==> src/hdl/fddf_pkg.sv <==
// ============================================================================
// fddf_pkg
// Shared types, constants and helper functions of the four-digit decimal
// display formatter.
// ============================================================================
package fddf_pkg;

   localparam int VALUE_W       = 25;  // input value, two's complement
   localparam int DEC_W         = 2;   // decimals count
   localparam int CODE_W        = 4;   // digit code
   localparam int POINT_W       = 3;   // point position
   localparam int NUM_W         = 14;  // shown magnitude, below 10000
   localparam int POW_W         = 10;  // ten to the power 0..3
   localparam int FRAC_BITS_DEF = 10;

   // range limits and blanking thresholds, in whole units
   localparam int MAX_SHOWN     = 9999;
   localparam int MIN_SHOWN     = 999;
   localparam int POS_LIMIT     = 10000;
   localparam int NEG_LIMIT     = 1000;

   // digit codes
   localparam logic [CODE_W-1:0] CODE_BLANK = 4'd10;
   localparam logic [CODE_W-1:0] CODE_MINUS = 4'd11;

   // point positions
   localparam logic [POINT_W-1:0] POINT_NONE = 3'd0;
   localparam logic [POINT_W-1:0] POINT_MAX  = 3'd4;

   // decimals counts
   localparam logic [DEC_W-1:0] DEC_ZERO  = 2'd0;
   localparam logic [DEC_W-1:0] DEC_ONE   = 2'd1;
   localparam logic [DEC_W-1:0] DEC_TWO   = 2'd2;
   localparam logic [DEC_W-1:0] DEC_THREE = 2'd3;

   // scaled and range-checked value, between the two stages
   typedef struct packed {
      logic              ok;       // in range, fits the display
      logic              neg;
      logic [DEC_W-1:0]  dec;
      logic              lt1000;   // |value| below 1000
      logic              lt100;
      logic              lt10;
      logic [NUM_W-1:0]  num;      // truncated scaled magnitude
   } fddf_mid_type;

   // one display result
   typedef struct packed {
      logic [CODE_W-1:0]  d4;
      logic [CODE_W-1:0]  d3;
      logic [CODE_W-1:0]  d2;
      logic [CODE_W-1:0]  d1;
      logic [POINT_W-1:0] point;
      logic               ok;
   } fddf_disp_type;

   function automatic logic [POW_W-1:0] pow10(input logic [DEC_W-1:0] dec);
      logic [POW_W-1:0] p;
      case (dec)
         DEC_ZERO: p = 10'd1;
         DEC_ONE:  p = 10'd10;
         DEC_TWO:  p = 10'd100;
         default:  p = 10'd1000;
      endcase
      return p;
   endfunction

   // reciprocal multiplies, exact for x below 10000
   function automatic logic [9:0] div10(input logic [NUM_W-1:0] x);
      logic [29:0] p;
      p = 30'(x) * 30'd52429;
      return p[28:19];
   endfunction

   function automatic logic [6:0] div100(input logic [NUM_W-1:0] x);
      logic [26:0] p;
      p = 27'(x) * 27'd5243;
      return p[25:19];
   endfunction

   function automatic logic [3:0] div1000(input logic [NUM_W-1:0] x);
      logic [27:0] p;
      p = 28'(x) * 28'd8389;
      return p[26:23];
   endfunction

endpackage

==> src/hdl/fddf_scale.sv <==
// ============================================================================
// fddf_scale
// Range check, magnitude, scaling by ten to the decimals and truncation.
// ============================================================================
module fddf_scale #(
   parameter int FRAC_BITS = fddf_pkg::FRAC_BITS_DEF
) (
   input  logic signed [fddf_pkg::VALUE_W-1:0] value_fixed,
   input  logic [fddf_pkg::DEC_W-1:0]          decimals,
   output fddf_pkg::fddf_mid_type              mid
);

   localparam int VW = fddf_pkg::VALUE_W;
   localparam int CW = VW + FRAC_BITS + 2;        // compare width
   localparam int PW = VW + fddf_pkg::POW_W;      // product width

   localparam logic signed [CW-1:0] HI_LIM =
      CW'(fddf_pkg::MAX_SHOWN) <<< FRAC_BITS;
   localparam logic signed [CW-1:0] LO_LIM =
      -(CW'(fddf_pkg::MIN_SHOWN) <<< FRAC_BITS);
   localparam logic [CW-1:0] TH1000 = CW'(1000) << FRAC_BITS;
   localparam logic [CW-1:0] TH100  = CW'(100) << FRAC_BITS;
   localparam logic [CW-1:0] TH10   = CW'(10) << FRAC_BITS;

   logic signed [CW-1:0] v_ext;
   logic                 neg;
   logic [VW-1:0]        vbits;
   logic [VW-1:0]        mag;
   logic [CW-1:0]        mag_ext;
   logic [PW-1:0]        prod;
   logic [PW-1:0]        num_full;
   logic                 in_range;
   logic                 too_long;

   always_comb begin
      v_ext    = CW'(value_fixed);
      vbits    = value_fixed;
      neg      = value_fixed[VW-1];
      mag      = neg ? (~vbits + 1'b1) : vbits;
      mag_ext  = CW'(mag);
      in_range = (v_ext >= LO_LIM) && (v_ext <= HI_LIM);
      prod     = PW'(mag) * PW'(fddf_pkg::pow10(decimals));
      num_full = prod >> FRAC_BITS;
      too_long = neg ? (num_full >= PW'(fddf_pkg::NEG_LIMIT))
                     : (num_full >= PW'(fddf_pkg::POS_LIMIT));

      mid.ok     = in_range && !too_long;
      mid.neg    = neg;
      mid.dec    = decimals;
      mid.lt1000 = mag_ext < TH1000;
      mid.lt100  = mag_ext < TH100;
      mid.lt10   = mag_ext < TH10;
      mid.num    = num_full[fddf_pkg::NUM_W-1:0];
   end

endmodule

==> src/hdl/fddf_format.sv <==
// ============================================================================
// fddf_format
// Digit split, leading and trailing blanking, sign and point position.
// ============================================================================
module fddf_format (
   input  fddf_pkg::fddf_mid_type  mid,
   output fddf_pkg::fddf_disp_type disp
);

   logic [9:0]                      q1;
   logic [6:0]                      q2;
   logic [3:0]                      q3;
   logic [fddf_pkg::NUM_W-1:0]      r1;
   logic [9:0]                      r2;
   logic [6:0]                      r3;
   logic [fddf_pkg::CODE_W-1:0]     d4, d3, d2, d1;
   logic [fddf_pkg::POINT_W-1:0]    pt;

   always_comb begin
      q1 = fddf_pkg::div10(mid.num);
      q2 = fddf_pkg::div100(mid.num);
      q3 = fddf_pkg::div1000(mid.num);
      r1 = mid.num - 14'(q1) * 14'd10;
      r2 = q1 - 10'(q2) * 10'd10;
      r3 = q2 - 7'(q3) * 7'd10;

      d1 = r1[3:0];
      d2 = r2[3:0];
      d3 = r3[3:0];
      d4 = mid.neg ? fddf_pkg::CODE_MINUS : q3;

      case (mid.dec)
         fddf_pkg::DEC_ZERO: begin
            if (!mid.neg && mid.lt1000) d4 = fddf_pkg::CODE_BLANK;
            if (mid.lt100)              d3 = fddf_pkg::CODE_BLANK;
            if (mid.lt10)               d2 = fddf_pkg::CODE_BLANK;
         end
         fddf_pkg::DEC_ONE: begin
            if (!mid.neg && mid.lt100)  d4 = fddf_pkg::CODE_BLANK;
            if (mid.lt10)               d3 = fddf_pkg::CODE_BLANK;
         end
         fddf_pkg::DEC_TWO: begin
            if (!mid.neg && mid.lt10)   d4 = fddf_pkg::CODE_BLANK;
            if (r1[3:0] == 4'd0)        d1 = fddf_pkg::CODE_BLANK;
         end
         default: begin
            // trailing zeros go dark
            if (r2[3:0] == 4'd0 && r1[3:0] == 4'd0) d2 = fddf_pkg::CODE_BLANK;
            if (r1[3:0] == 4'd0)                    d1 = fddf_pkg::CODE_BLANK;
         end
      endcase

      pt = (mid.dec == fddf_pkg::DEC_ZERO) ? fddf_pkg::POINT_NONE
                                           : fddf_pkg::POINT_W'(mid.dec) + 3'd1;

      if (mid.ok) begin
         disp.d4    = d4;
         disp.d3    = d3;
         disp.d2    = d2;
         disp.d1    = d1;
         disp.point = pt;
         disp.ok    = 1'b1;
      end else begin
         disp.d4    = fddf_pkg::CODE_BLANK;
         disp.d3    = fddf_pkg::CODE_BLANK;
         disp.d2    = fddf_pkg::CODE_BLANK;
         disp.d1    = fddf_pkg::CODE_BLANK;
         disp.point = fddf_pkg::POINT_NONE;
         disp.ok    = 1'b0;
      end
   end

endmodule

==> src/hdl/four_digit_decimal_formatter_unit.sv <==
// ============================================================================
// four_digit_decimal_formatter_unit
// Formats a signed fixed-point value into four display digit codes, a point
// position and an accept flag.
// ============================================================================
//
//   channel   dir   handshake              payload
//   req_      in    req_valid/req_ready    value_fixed, decimals
//   rsp_      out   rsp_valid/rsp_ready    digit4..1_code, point_digit, accepted
//
// One beat per cycle sustained while rsp_ready stays high; a request beat is offered
// as a result once it has moved through the input, scale and result registers.
// The scale stage holds the one real multiplier (magnitude by 10^decimals);
// the digit split uses constant reciprocal multiplies in the next stage.
// Reset clears the stage valids only. A stall at rsp_ready fills the empty
// stages, then drops req_ready; no beat is lost or repeated.
//
module four_digit_decimal_formatter_unit #(
   parameter int FRAC_BITS = fddf_pkg::FRAC_BITS_DEF
) (
   input  logic                                clock,
   input  logic                                reset,
   input  logic                                req_valid,
   output logic                                req_ready,
   input  logic signed [fddf_pkg::VALUE_W-1:0] req_value_fixed,
   input  logic [fddf_pkg::DEC_W-1:0]          req_decimals,
   output logic                                rsp_valid,
   input  logic                                rsp_ready,
   output logic [fddf_pkg::CODE_W-1:0]         rsp_digit4_code,
   output logic [fddf_pkg::CODE_W-1:0]         rsp_digit3_code,
   output logic [fddf_pkg::CODE_W-1:0]         rsp_digit2_code,
   output logic [fddf_pkg::CODE_W-1:0]         rsp_digit1_code,
   output logic [fddf_pkg::POINT_W-1:0]        rsp_point_digit,
   output logic                                rsp_accepted
);

   logic                                in_vld_ff;
   logic signed [fddf_pkg::VALUE_W-1:0] in_value_ff;
   logic [fddf_pkg::DEC_W-1:0]          in_dec_ff;
   logic                                mid_vld_ff;
   fddf_pkg::fddf_mid_type              mid_ff;
   fddf_pkg::fddf_mid_type              mid_in;
   logic                                out_vld_ff;
   fddf_pkg::fddf_disp_type             out_ff;
   fddf_pkg::fddf_disp_type             out_in;

   logic out_rdy, mid_rdy;

   // a stage takes a new beat when it is empty or its contents move on
   assign out_rdy   = !out_vld_ff || rsp_ready;
   assign mid_rdy   = !mid_vld_ff || out_rdy;
   assign req_ready = !in_vld_ff || mid_rdy;

   fddf_scale #(
      .FRAC_BITS (FRAC_BITS)
   ) u_scale (
      .value_fixed (in_value_ff),
      .decimals    (in_dec_ff),
      .mid         (mid_in)
   );

   fddf_format u_format (
      .mid  (mid_ff),
      .disp (out_in)
   );

   always_ff @(posedge clock) begin
      if (reset) begin
         in_vld_ff  <= 1'b0;
         mid_vld_ff <= 1'b0;
         out_vld_ff <= 1'b0;
      end else begin
         if (req_ready) in_vld_ff  <= req_valid;
         if (mid_rdy)   mid_vld_ff <= in_vld_ff;
         if (out_rdy)   out_vld_ff <= mid_vld_ff;
      end
   end

   always_ff @(posedge clock) begin
      if (req_ready && req_valid) begin
         in_value_ff <= req_value_fixed;
         in_dec_ff   <= req_decimals;
      end
      if (mid_rdy && in_vld_ff) begin
         mid_ff <= mid_in;
      end
      if (out_rdy && mid_vld_ff) begin
         out_ff <= out_in;
      end
   end

   assign rsp_valid       = out_vld_ff;
   assign rsp_digit4_code = out_ff.d4;
   assign rsp_digit3_code = out_ff.d3;
   assign rsp_digit2_code = out_ff.d2;
   assign rsp_digit1_code = out_ff.d1;
   assign rsp_point_digit = out_ff.point;
   assign rsp_accepted    = out_ff.ok;

endmodule

==> config.mk <==
export PLATFORM = sky130hd
export DESIGN_NAME = four_digit_decimal_formatter_unit
export DESIGN_NICKNAME = d
export VERILOG_FILES = /design/src/hdl/fddf_pkg.sv /design/src/hdl/fddf_scale.sv /design/src/hdl/fddf_format.sv /design/src/hdl/four_digit_decimal_formatter_unit.sv
export SDC_FILE = /design/constraint.sdc
export NUM_CORES = 1
export LEC_CHECK = 0
export BUFFER_PORTS_ARGS = -buffer_cell sky130_fd_sc_hd__buf_2
export CORE_MARGIN = 10
export CORE_UTILIZATION = 60
export DETAILED_ROUTE_END_ITERATION = 16
export PLACE_DENSITY = 0.77
export SLEW_MARGIN = 15
export SYNTH_ARGS = -nofsm -noshare
export SYNTH_HDL_FRONTEND = slang
export SYNTH_SLANG_ARGS = --single-unit
==> constraint.sdc <==
create_clock -name clock -period 8.3 [get_ports clock]
set_input_delay 0.83 -clock clock [delete_from_list [all_inputs] [get_ports clock]]
set_output_delay 0.83 -clock clock [all_outputs]
set_load 0.05 [all_outputs]
==> results of run 1 <==
## area by class of cell
| class | count | area (µm²) |
|---|---|---|
| clock inverter | 7 | 65.1 |
| clock buffer | 9 | 225 |
| timing repair buffer | 69 | 388 |
| tap | 384 | 480 |
| sequential | 71 | 2100 |
| inverter | 428 | 1610 |
| multi-input combinational | 1286 | 14000 |
| fill | 2336 | 10100 |
## what timing repair did
action                     in CTS  in global routing
gates resized for setup         0                  1
setup endpoints to repair       0                  1
hold buffers                    0                  0
## worst paths after layout
| path | start | end | slack (ps) | cells after the start |
|---|---|---|---|---|
| max | in_value_ff[7] | mid_ff[20] | 590 | 24 |
| min | in_vld_ff | mid_vld_ff | 560 | 2 |
| max reg2reg | in_value_ff[7] | mid_ff[20] | 590 | 24 |
| min reg2reg | in_vld_ff | mid_vld_ff | 560 | 2 |
## cell families (layout without fill, tap and decap cells)
| family | Yosys count | after routing | synth area share |
|---|---|---|---|
| compound gates | 208 | 208 | 0.0811 |
| fa+ha+maj | 619 | 619 | 0.556 |
| buf+inv | 460 | 513 | 0.0973 |
| simple gates | 376 | 376 | 0.104 |
| mux | 1 | 1 | 0.000563 |
| flops | 71 | 71 | 0.118 |
| xor+xnor | 82 | 82 | 0.0427 |
## tightest hold or removal path, cell delays in order (launching register included)
cell and delay, ps:
sky130_fd_sc_hd__dfxtp_1 350, sky130_fd_sc_hd__a21oi_1 120, sky130_fd_sc_hd__nor2_1 40
## through the flow
| stage | util | std cells | area [µm²] |
|---|---|---|---|
| after global placement | 0.641 | 2238 | 18500 |
| after CTS | 0.651 | 2254 | 18800 |
| after global routing | 0.651 | 2254 | 18800 |
| after floorplan | - | 1817 | 17800 |
| final | 0.651 | 2254 | 18800 |
| after detailed placement | 0.641 | 2238 | 18500 |
## per-layer routing
layer  up-vias  track usage
met4         0       0.0587
met1      6176        0.284
li1       6000            -
met3        53       0.0294
met5         -            0
met2       344        0.406
## registers in the layout, summed over array words and instances, names as in the netlist, 2 cells and up
| name | cells |
|---|---|
| in_value_ff | 25 |
| mid_ff | 21 |
| rsp_digit1_code | 4 |
| rsp_digit2_code | 4 |
| rsp_digit3_code | 4 |
| rsp_digit4_code | 4 |
| rsp_point_digit | 3 |
| in_dec_ff | 2 |
## layout by cell type (no fill, tap or decap), drive strengths merged, types with 10 or more instances in the layout
master / n
inv: 431
nand4: 10
and3: 14
xor2: 24
nand2: 108
nor2: 88
nand2b: 22
nand3: 49
nor3: 19
ha: 330
a21oi: 57
fa: 285
edfxtp: 68
nor2b: 13
buf: 69
a31oi: 11
and2: 16
o31ai: 12
a21o: 12
o21ai: 33
xnor2: 55
==> results.sh, run 1 <==
export IMPL_syn_avg_cell_area_um2=9.78
export IMPL_post_synthesis_cell_count=1817
export IMPL_postCtsSetupBuffers=0
export IMPL_layout_min_cycle_time_ps=7710
export IMPL_drt_total_wl_mm=39.6
export IMPL_cts_inserted_buffers=9
export IMPL_clock_sinks=71
export IMPL_grt_antenna_before_repair=0
export IMPL_final_nets=2511
export IMPL_place_ws_ps=583
export IMPL_worst_path_max_fanout=6
export IMPL_final_hold_viol_count=0
export IMPL_worst_setup_path_start_kind="flip-flop"
export IMPL_met2_wirelength_mm=19.8
export IMPL_postLayoutSetupSlackWorst_ps=587
export IMPL_mappedNetlistNets=2463
export IMPL_firstDrtPassIters=7
export IMPL_die_width_um=192
export IMPL_synth_sequential_area_ratio=0.118
export IMPL_gp_congestion=0.994
export IMPL_highest_signal_layer="met4"
export IMPL_critical_path_class="reg -> reg"
export IMPL_yosys_cell_types_count=77
export IMPL_port_buffer_count=52
export IMPL_maxCapViolCount=0
export IMPL_timing_final_crit_share=0.929
export IMPL_synth_largest_area_cell="sky130_fd_sc_hd__fa_1"
export IMPL_hold_slack_ps=556
export IMPL_area_delta_synth_final_pct=5.99
export IMPL_cts_max_path_buffers=2
export IMPL_clock_skew_final_ps=12.8
export IMPL_htreeDepth=3
export IMPL_clk_insertion_delay_late_ps=360
export IMPL_worst_setup_path_end_kind="flip-flop"
export IMPL_clk_transition_reported_paths_ps=60
export IMPL_commonest_cells_in_the_netlist="sky130_fd_sc_hd__inv_1 (427), sky130_fd_sc_hd__ha_1 (330), sky130_fd_sc_hd__fa_1 (285), sky130_fd_sc_hd__nand2_1 (108), sky130_fd_sc_hd__nor2_1 (87)"
export IMPL_clock_tree_from_tritoncts="built"
export IMPL_critPathMostFrequentCell="sky130_fd_sc_hd__fa_1"
export IMPL_critical_path_top_delay_family="adder cells"
export IMPL_yosys_top_cells_area="sky130_fd_sc_hd__fa_1 (32%), sky130_fd_sc_hd__ha_1 (23%), sky130_fd_sc_hd__edfxtp_1 (11%)"
export IMPL_outcome="finished, final reports clean"
export IMPL_worst_max_slew_margin_expressed_relative_to_the_limit=0.277
export IMPL_wl_met3_mm=1.89
export IMPL_die_area_mm2=0.0369
export IMPL_floorplan_initialDensity=0.614
export IMPL_route_antenna_remaining_nets=0
export IMPL_pin_count_of_the_biggest_net_entering_global_routing=44
export IMPL_tightest_slew_ps=1080
export IMPL_final_setup_viol_count=0
export IMPL_synth_largest_type_area_fraction=0.321
export IMPL_post_dp_hpwl_mm=34.3
export IMPL_timing_critical_path_arrival_ps=7870
export IMPL_maxSlewViolCount=0
export IMPL_max_freq_mhz=130
export IMPL_final_routed_drc_violation_total=0
export IMPL_wp_data_required_ps=8460
export IMPL_floorplan_rows=62
export IMPL_critical_path_buffers_and_inverters=3
export IMPL_hold_path_class="reg -> reg"
export IMPL_gr_usage_all_layers=0.227
export IMPL_grt_pass1_vias=13600
export IMPL_setup_tns_ps=0
export IMPL_antenna_cells=0
export IMPL_synth_top_flop_cell="sky130_fd_sc_hd__edfxtp_1"
export IMPL_crit_path_cell_trace="nor4_2 -> nand4b_1 -> nand3b_1 -> o41ai_1 -> xor2_1 -> nor2b_1 -> nand2_1 -> fa_1 -> fa_1 -> fa_1 -> inv_1 -> fa_1 -> inv_1 -> fa_1 -> inv_1 -> ha_1 -> a21oi_1 -> o211ai_1 -> a211oi_1 -> a31oi_1 -> or4_1 -> o22ai_1 -> o2111ai_1 -> a2111oi_2"
export IMPL_synth_edff_count=68
export IMPL_cpPeakStageDelay_ps=530
export IMPL_clock_root_buffer="sky130_fd_sc_hd__clkbuf_16"
export IMPL_routed_via_density=5.58
export IMPL_num_io_pins=53
export IMPL_rsz0062_at_grt="false"
export IMPL_routedWlPerCell_um=17.6
export IMPL_die_y_um=192
export IMPL_timing_critical_path_slowest_stage_cell="sky130_fd_sc_hd__fa_1"
export IMPL_via_count=12600
export IMPL_synth_ff_latch_count=71
export IMPL_grt_ovfl_total=0
export IMPL_drt_initial_drc_count=763
export IMPL_wirelength_met1_mm=16.9
export IMPL_synthesis_area_mm2=0.0178
export IMPL_synth_most_common_cell="sky130_fd_sc_hd__inv_1"
export IMPL_drive_above_1_share=0.0620
export IMPL_area_inside_the_core_boundary_mm2=0.0289
export IMPL_yosysWarnings=0
export IMPL_postSynth_asyncResetShare=0
export IMPL_grt_first_pass_wirelength_mm=67.2
Power of run 1 is left out: the tool's default activity adds up to more than one toggle a clock period on the data nets, which glitch-free logic cannot reach.
==> run 2: changes to the inputs <==
Clock period 8.3 ns to 9.17 ns, I/O delays scaled along.
==> run 2 against run 1 <==
  * Wire length decreased by 0.42%
  * Design area decreased by 0.47%
  * Clock-buffer cell count unchanged
  * Sequential cell count unchanged
  * Worst hold slack improved by 19 ps
  * Final cell count decreased by 0.44%
  * Setup slack improved by 810 ps
  * Utilization decreased by 0.30 points
  * Critical path type unchanged
  * Critical endpoint unchanged
  * Highest routed layer is now met5
==> results.sh, run 2 (synthesis gave the netlist of run 1 again) <==
export IMPL_postCtsSetupBuffers=0
export IMPL_route_antenna_remaining_nets=0
export IMPL_crit_path_cell_trace="nor4_2 -> nand4b_1 -> nand3b_1 -> o41ai_1 -> xor2_1 -> nor2b_1 -> nand2_1 -> fa_1 -> fa_1 -> fa_1 -> inv_1 -> fa_1 -> inv_1 -> fa_1 -> inv_1 -> ha_1 -> a21oi_1 -> o211ai_1 -> a211oi_1 -> a31oi_1 -> or4_1 -> o22ai_1 -> o2111ai_1 -> a2111oi_2"
export IMPL_worst_path_max_fanout=7
export IMPL_post_place_cells=2227
export IMPL_rsz0062_at_grt="false"
export IMPL_firstDrtPassIters=6
export IMPL_end_of_flow_core_utilization=0.648
export IMPL_most_flops_register="in_value_ff"
export IMPL_max_freq_mhz=129
export IMPL_grt_pass1_vias=13500
export IMPL_critPathMostFrequentCell="sky130_fd_sc_hd__fa_1"
export IMPL_timing_critical_path_arrival_ps=7940
export IMPL_area_inside_the_core_boundary_mm2=0.0289
export IMPL_pin_count_of_the_biggest_net_entering_global_routing=57
export IMPL_reg2reg_setup_slack_ps=1400
export IMPL_port_buffer_count=52
export IMPL_hold_path_class="reg -> reg"
export IMPL_most_common_layout_cells="sky130_fd_sc_hd__inv_1 (427), sky130_fd_sc_hd__ha_1 (330), sky130_fd_sc_hd__fa_1 (285)"
export IMPL_clock_sinks=71
export IMPL_floorplan_rows=62
export IMPL_maxCapViolCount=0
export IMPL_final_hold_viol_count=0
export IMPL_cts_resized=0
export IMPL_floorplan_initialDensity=0.614
export IMPL_die_y_um=192
export IMPL_drt_initial_drc_count=906
export IMPL_drive_above_1_share=0.0559
export IMPL_timing_final_crit_share=0.847
export IMPL_largest_reg_flops=25
export IMPL_post_dp_hpwl_mm=34.1
export IMPL_final_nets=2500
export IMPL_worst_setup_path_end_kind="flip-flop"
export IMPL_worst_max_slew_margin_expressed_relative_to_the_limit=0.276
export IMPL_grt_first_pass_wirelength_mm=66.8
export IMPL_wp_data_required_ps=9330
export IMPL_grt_ovfl_total=0
export IMPL_cts_hold_repair_buffers=0
export IMPL_final_setup_viol_count=0
export IMPL_clk_insertion_delay_late_ps=350
export IMPL_area_delta_synth_final_pct=5.50
export IMPL_layout_min_cycle_time_ps=7770
export IMPL_postLayoutSetupSlackWorst_ps=1400
export IMPL_htreeDepth=3
export IMPL_clock_root_buffer="sky130_fd_sc_hd__clkbuf_16"
export IMPL_worst_setup_path_start_kind="flip-flop"
export IMPL_cpPeakStageDelay_ps=540
export IMPL_routed_via_density=5.62
export IMPL_maxSlewViolCount=0
export IMPL_gr_usage_all_layers=0.227
export IMPL_final_common_cell="sky130_fd_sc_hd__inv_1"
export IMPL_cts_max_path_buffers=2
export IMPL_critical_path_class="reg -> reg"
export IMPL_setup_tns_ps=0
export IMPL_grt_antenna_before_repair=2
export IMPL_clock_tree_from_tritoncts="built"
export IMPL_num_io_pins=53
export IMPL_tightest_slew_ps=1080
export IMPL_via_count=12600
export IMPL_drt_total_wl_mm=39.5
export IMPL_place_ws_ps=1480
export IMPL_outcome="finished, final reports clean"
export IMPL_final_routed_drc_violation_total=0
export IMPL_clk_transition_reported_paths_ps=80
export IMPL_die_area_mm2=0.0369
export IMPL_gp_congestion=0.952
export IMPL_routedWlPerCell_um=17.6
export IMPL_fin_cells=2244
export IMPL_layout_top_registers="in_value_ff: 25 flops, mid_ff: 21 flops"
export IMPL_clock_skew_final_ps=16.4
export IMPL_die_width_um=192
export IMPL_timing_critical_path_slowest_stage_cell="sky130_fd_sc_hd__xor2_1"
export IMPL_cts_inserted_buffers=9
[run 2: cell count changes in the layout (fill, tap and decap cells not counted)]
cell / change
sky130_fd_sc_hd__buf_4: -11
sky130_fd_sc_hd__diode_2: +1
sky130_fd_sc_hd__xor2_2: -1
sky130_fd_sc_hd__xor2_1: +1
[run 2: cell type report]
type | instances | area (µm²)
Sequential cell | 71 | 2100
Clock inverter | 7 | 65.1
Antenna cell | 1 | 2.50
Timing Repair Buffer | 58 | 305
Multi-Input combinational cell | 1286 | 14000
Inverter | 428 | 1610
Fill cell | 2314 | 10200
Clock buffer | 9 | 225
Tap cell | 384 | 480
[run 2: layer usage]
metal	vias up	wire, µm	GRT usage
met2	367	19500	0.396
met5	-	17	0
met1	6189	16500	0.279
met3	80	2100	0.0374
met4	2	1320	0.0751
li1	5979	-	-
[run 2: final timing paths]
| kind | startpoint | end | cells past startpoint |
|---|---|---|---|
| max | in_value_ff[7] | mid_ff[20] | 24 |
| min reg2reg | in_vld_ff | mid_vld_ff | 2 |
| min | in_vld_ff | mid_vld_ff | 2 |
| max reg2reg | in_value_ff[7] | mid_ff[20] | 24 |
[run 2: worst max-delay path, delay by kind of cell (launching register included)]
| kind | cells | cell delay, ps |
|---|---|---|
| AO/OA/AOI/OAI | 8 | 2060 |
| XOR/XNOR | 1 | 540 |
| adder cells (fa/ha/maj) | 6 | 2620 |
| buffers and inverters | 3 | 170 |
| flip-flops | 1 | 490 |
| AND/OR/NAND/NOR | 6 | 1680 |
[run 2: stage by stage]
| stage | cell area, µm² | hold WS (ps) |
|---|---|---|
| global placement | 18500 | 545 |
| finish | 18700 | 575 |
| detailed placement | 18500 | 570 |
| global route | 18700 | 595 |
| CTS | 18700 | 579 |
| floorplan | 17800 | 424 |
Power of run 2 is left out for the same reason.
==> run 3: changes to the inputs <==
Settings changed: ABC_AREA from default to 1, PLACE_DENSITY 0.77 to 0.8.
Clock period 9.17 ns to 7 ns, I/O delays scaled along.
==> run 3 against run 2 <==
  * Critical path depth rose by 7
  * Area after synthesis up 9.9%
  * Design area up 13%
  * Fmax up 18%
  * Sequential share of layout area fell by 1.3 points
  * Clock skew hardly changed
  * Sequential cell count unchanged
  * Critical path type unchanged
  * Final cell count grew 34%
  * Global-route usage grew 2.9 points
  * First-iteration DRC count is 16% higher
  * Clock-buffer cell count is the same
==> results.sh, run 3 <==
export IMPL_worst_max_slew_margin_expressed_relative_to_the_limit=0.266
export IMPL_clock_root_buffer="sky130_fd_sc_hd__clkbuf_16"
export IMPL_cts_inserted_buffers=9
export IMPL_area_delta_synth_final_pct=8.51
export IMPL_maxCapViolCount=0
export IMPL_floorplan_initialDensity=0.614
export IMPL_port_buffer_count=52
export IMPL_synth_sequential_area_ratio=0.108
export IMPL_hold_path_class="in -> reg"
export IMPL_worst_setup_path_start_kind="flip-flop"
export IMPL_routed_via_density=5.41
export IMPL_commonest_cells_in_the_netlist="sky130_fd_sc_hd__inv_1 (609), sky130_fd_sc_hd__nand2_1 (527), sky130_fd_sc_hd__ha_1 (330), sky130_fd_sc_hd__fa_1 (285), sky130_fd_sc_hd__nor2_1 (213)"
export IMPL_layout_min_cycle_time_ps=6610
export IMPL_clk_insertion_delay_late_ps=360
export IMPL_synth_ff_latch_count=71
export IMPL_htreeDepth=3
export IMPL_num_io_pins=53
export IMPL_synth_top_flop_cell="sky130_fd_sc_hd__edfxtp_1"
export IMPL_final_nets=3218
export IMPL_critical_path_buffers_and_inverters=7
export IMPL_nFillCells=2623
export IMPL_multi_input_comb_area_mm2=0.0152
export IMPL_worst_setup_path_end_kind="flip-flop"
export IMPL_final_routed_drc_violation_total=0
export IMPL_post_dp_hpwl_mm=44.8
export IMPL_critical_path_top_delay_family="adder cells"
export IMPL_area_inside_the_core_boundary_mm2=0.0318
export IMPL_synth_most_common_cell="sky130_fd_sc_hd__inv_1"
export IMPL_whs_endpoint="in_value_ff[11]"
export IMPL_gr_usage_all_layers=0.256
export IMPL_final_setup_viol_count=0
export IMPL_hold_slack_ps=504
export IMPL_most_flops_register="in_value_ff"
export IMPL_placement_cell_area_mm2=0.0206
export IMPL_tightest_slew_ps=1100
export IMPL_fin_area_mm2=0.0212
export IMPL_outcome="finished, final reports clean"
export IMPL_die_area_mm2=0.0401
export IMPL_cts_max_path_buffers=2
export IMPL_postLayoutSetupSlackWorst_ps=389
export IMPL_grt_pass1_vias=17100
export IMPL_floorplan_rows=65
export IMPL_yosys_top_cells_area="sky130_fd_sc_hd__fa_1 (29%), sky130_fd_sc_hd__ha_1 (21%), sky130_fd_sc_hd__inv_1 (12%)"
export IMPL_critical_path_class="reg -> reg"
export IMPL_clk_transition_reported_paths_ps=70
export IMPL_gp_congestion=0.967
export IMPL_maxSlewViolCount=0
export IMPL_timing_critical_path_slowest_stage_cell="sky130_fd_sc_hd__fa_1"
export IMPL_final_hold_viol_count=0
export IMPL_yosys_cell_types_count=49
export IMPL_place_ws_ps=-50.8
export IMPL_routedWlPerCell_um=16.9
export IMPL_yosysWarnings=0
export IMPL_grt_antenna_before_repair=0
export IMPL_via_count=16300
export IMPL_die_y_um=200
export IMPL_worstReg2RegEnd="rsp_digit2_code[1]"
export IMPL_drive_above_1_share=0.0815
export IMPL_postSynth_asyncResetShare=0
export IMPL_reg2reg_setup_slack_ps=390
export IMPL_hold_path_startpoint="req_value_fixed[11]"
export IMPL_regToRegStartpoint="mid_ff[6]"
export IMPL_post_place_cells=2977
export IMPL_final_common_cell="sky130_fd_sc_hd__inv_1"
export IMPL_mappedNetlistNets=3113
export IMPL_max_freq_mhz=151
export IMPL_layout_top_registers="in_value_ff: 25 flops, mid_ff: 21 flops"
export IMPL_critPathMostFrequentCell="sky130_fd_sc_hd__nand2_1"
export IMPL_synth_largest_area_cell="sky130_fd_sc_hd__fa_1"
export IMPL_pin_count_of_the_biggest_net_entering_global_routing=30
export IMPL_route_antenna_remaining_nets=0
export IMPL_most_common_layout_cells="sky130_fd_sc_hd__inv_1 (603), sky130_fd_sc_hd__nand2_1 (523), sky130_fd_sc_hd__ha_1 (325)"
export IMPL_syn_avg_cell_area_um2=7.91
export IMPL_worst_path_max_fanout=4
export IMPL_worstHoldPathCells=1
export IMPL_synthesis_area_mm2=0.0195
export IMPL_wp_data_required_ps=7120
export IMPL_timing_final_crit_share=0.944
export IMPL_firstDrtPassIters=6
export IMPL_post_synthesis_cell_count=2467
export IMPL_largest_reg_flops=25
export IMPL_drt_total_wl_mm=50.8
export IMPL_clock_skew_final_ps=16.3
export IMPL_synth_largest_type_area_fraction=0.292
export IMPL_drt_initial_drc_count=1054
export IMPL_synth_edff_count=68
export IMPL_die_width_um=200
export IMPL_antenna_cells=0
export IMPL_timing_critical_path_arrival_ps=6730
export IMPL_grt_first_pass_wirelength_mm=83.8
export IMPL_fin_cells=3012
export IMPL_reg2regPathDepth=31
export IMPL_cts_hold_repair_buffers=0
export IMPL_layout_area_seq_mm2=0.00210
export IMPL_clock_tree_from_tritoncts="built"
export IMPL_cpPeakStageDelay_ps=560
export IMPL_grt_ovfl_total=0
export IMPL_clock_sinks=71
-- run 3: per-stage QoR --
stage / setup TNS, ps / utilization
2_1_floorplan: 0 / -
3_3_place_gp: 0 / 0.647
3_5_place_dp: -50.8 / 0.647
4_1_cts: 0 / 0.656
5_1_grt: -7.67 / 0.666
6_report: 0 / 0.666
-- run 3: area by class of cell --
type                    count  area share
clock inverters             7     0.00313
clock buffers               9      0.0106
flip-flops and latches     71      0.0992
repair buffers            113      0.0339
inverters                 623       0.111
multi-input cells        1754       0.717
well taps                 435      0.0257
-- run 3: cells by family (layout without fill, tap and decap cells) --
| kind of cell | Yosys count | in the layout | synth area share |
|---|---|---|---|
| flip-flops | 71 | 71 | 0.108 |
| AO/OA/AOI/OAI | 172 | 172 | 0.0504 |
| AND/OR/NAND/NOR | 934 | 934 | 0.199 |
| buffers and inverters | 642 | 752 | 0.124 |
| adder cells (fa/ha/maj) | 615 | 615 | 0.504 |
| XOR/XNOR | 33 | 33 | 0.0156 |
-- run 3: worst max path at each step --
stage | startpoint | endpoint | cells past startpoint
floorplan | mid_ff[3] | rsp_digit2_code[1] | 38
global placement | in_value_ff[0] | mid_ff[20] | 33
detailed placement | in_value_ff[0] | mid_ff[20] | 33
CTS | in_value_ff[0] | mid_ff[20] | 35
global route | mid_ff[2] | rsp_digit3_code[3] | 32
finish | mid_ff[6] | rsp_digit2_code[1] | 31
-- run 3: timing repair --
action | 4_1_cts | 5_1_grt
gates resized for setup | 4 | 46
buffers inserted | 0 | 19
endpoints found under the setup margin | 1 | 4
endpoints found under the hold margin | 0 | 0
pin swaps | 0 | 12
-- run 3: layer usage --
| metal | global-route usage | part of all wire | vias to the layer above |
|---|---|---|---|
| li1 | - | - | 7823 |
| met1 | 0.296 | 0.40 | 7832 |
| met2 | 0.460 | 0.50 | 508 |
| met3 | 0.0295 | 0.043 | 143 |
| met4 | 0.125 | 0.055 | 0 |
| met5 | 0 | 0 | - |
Power of run 3 is left out for the same reason.
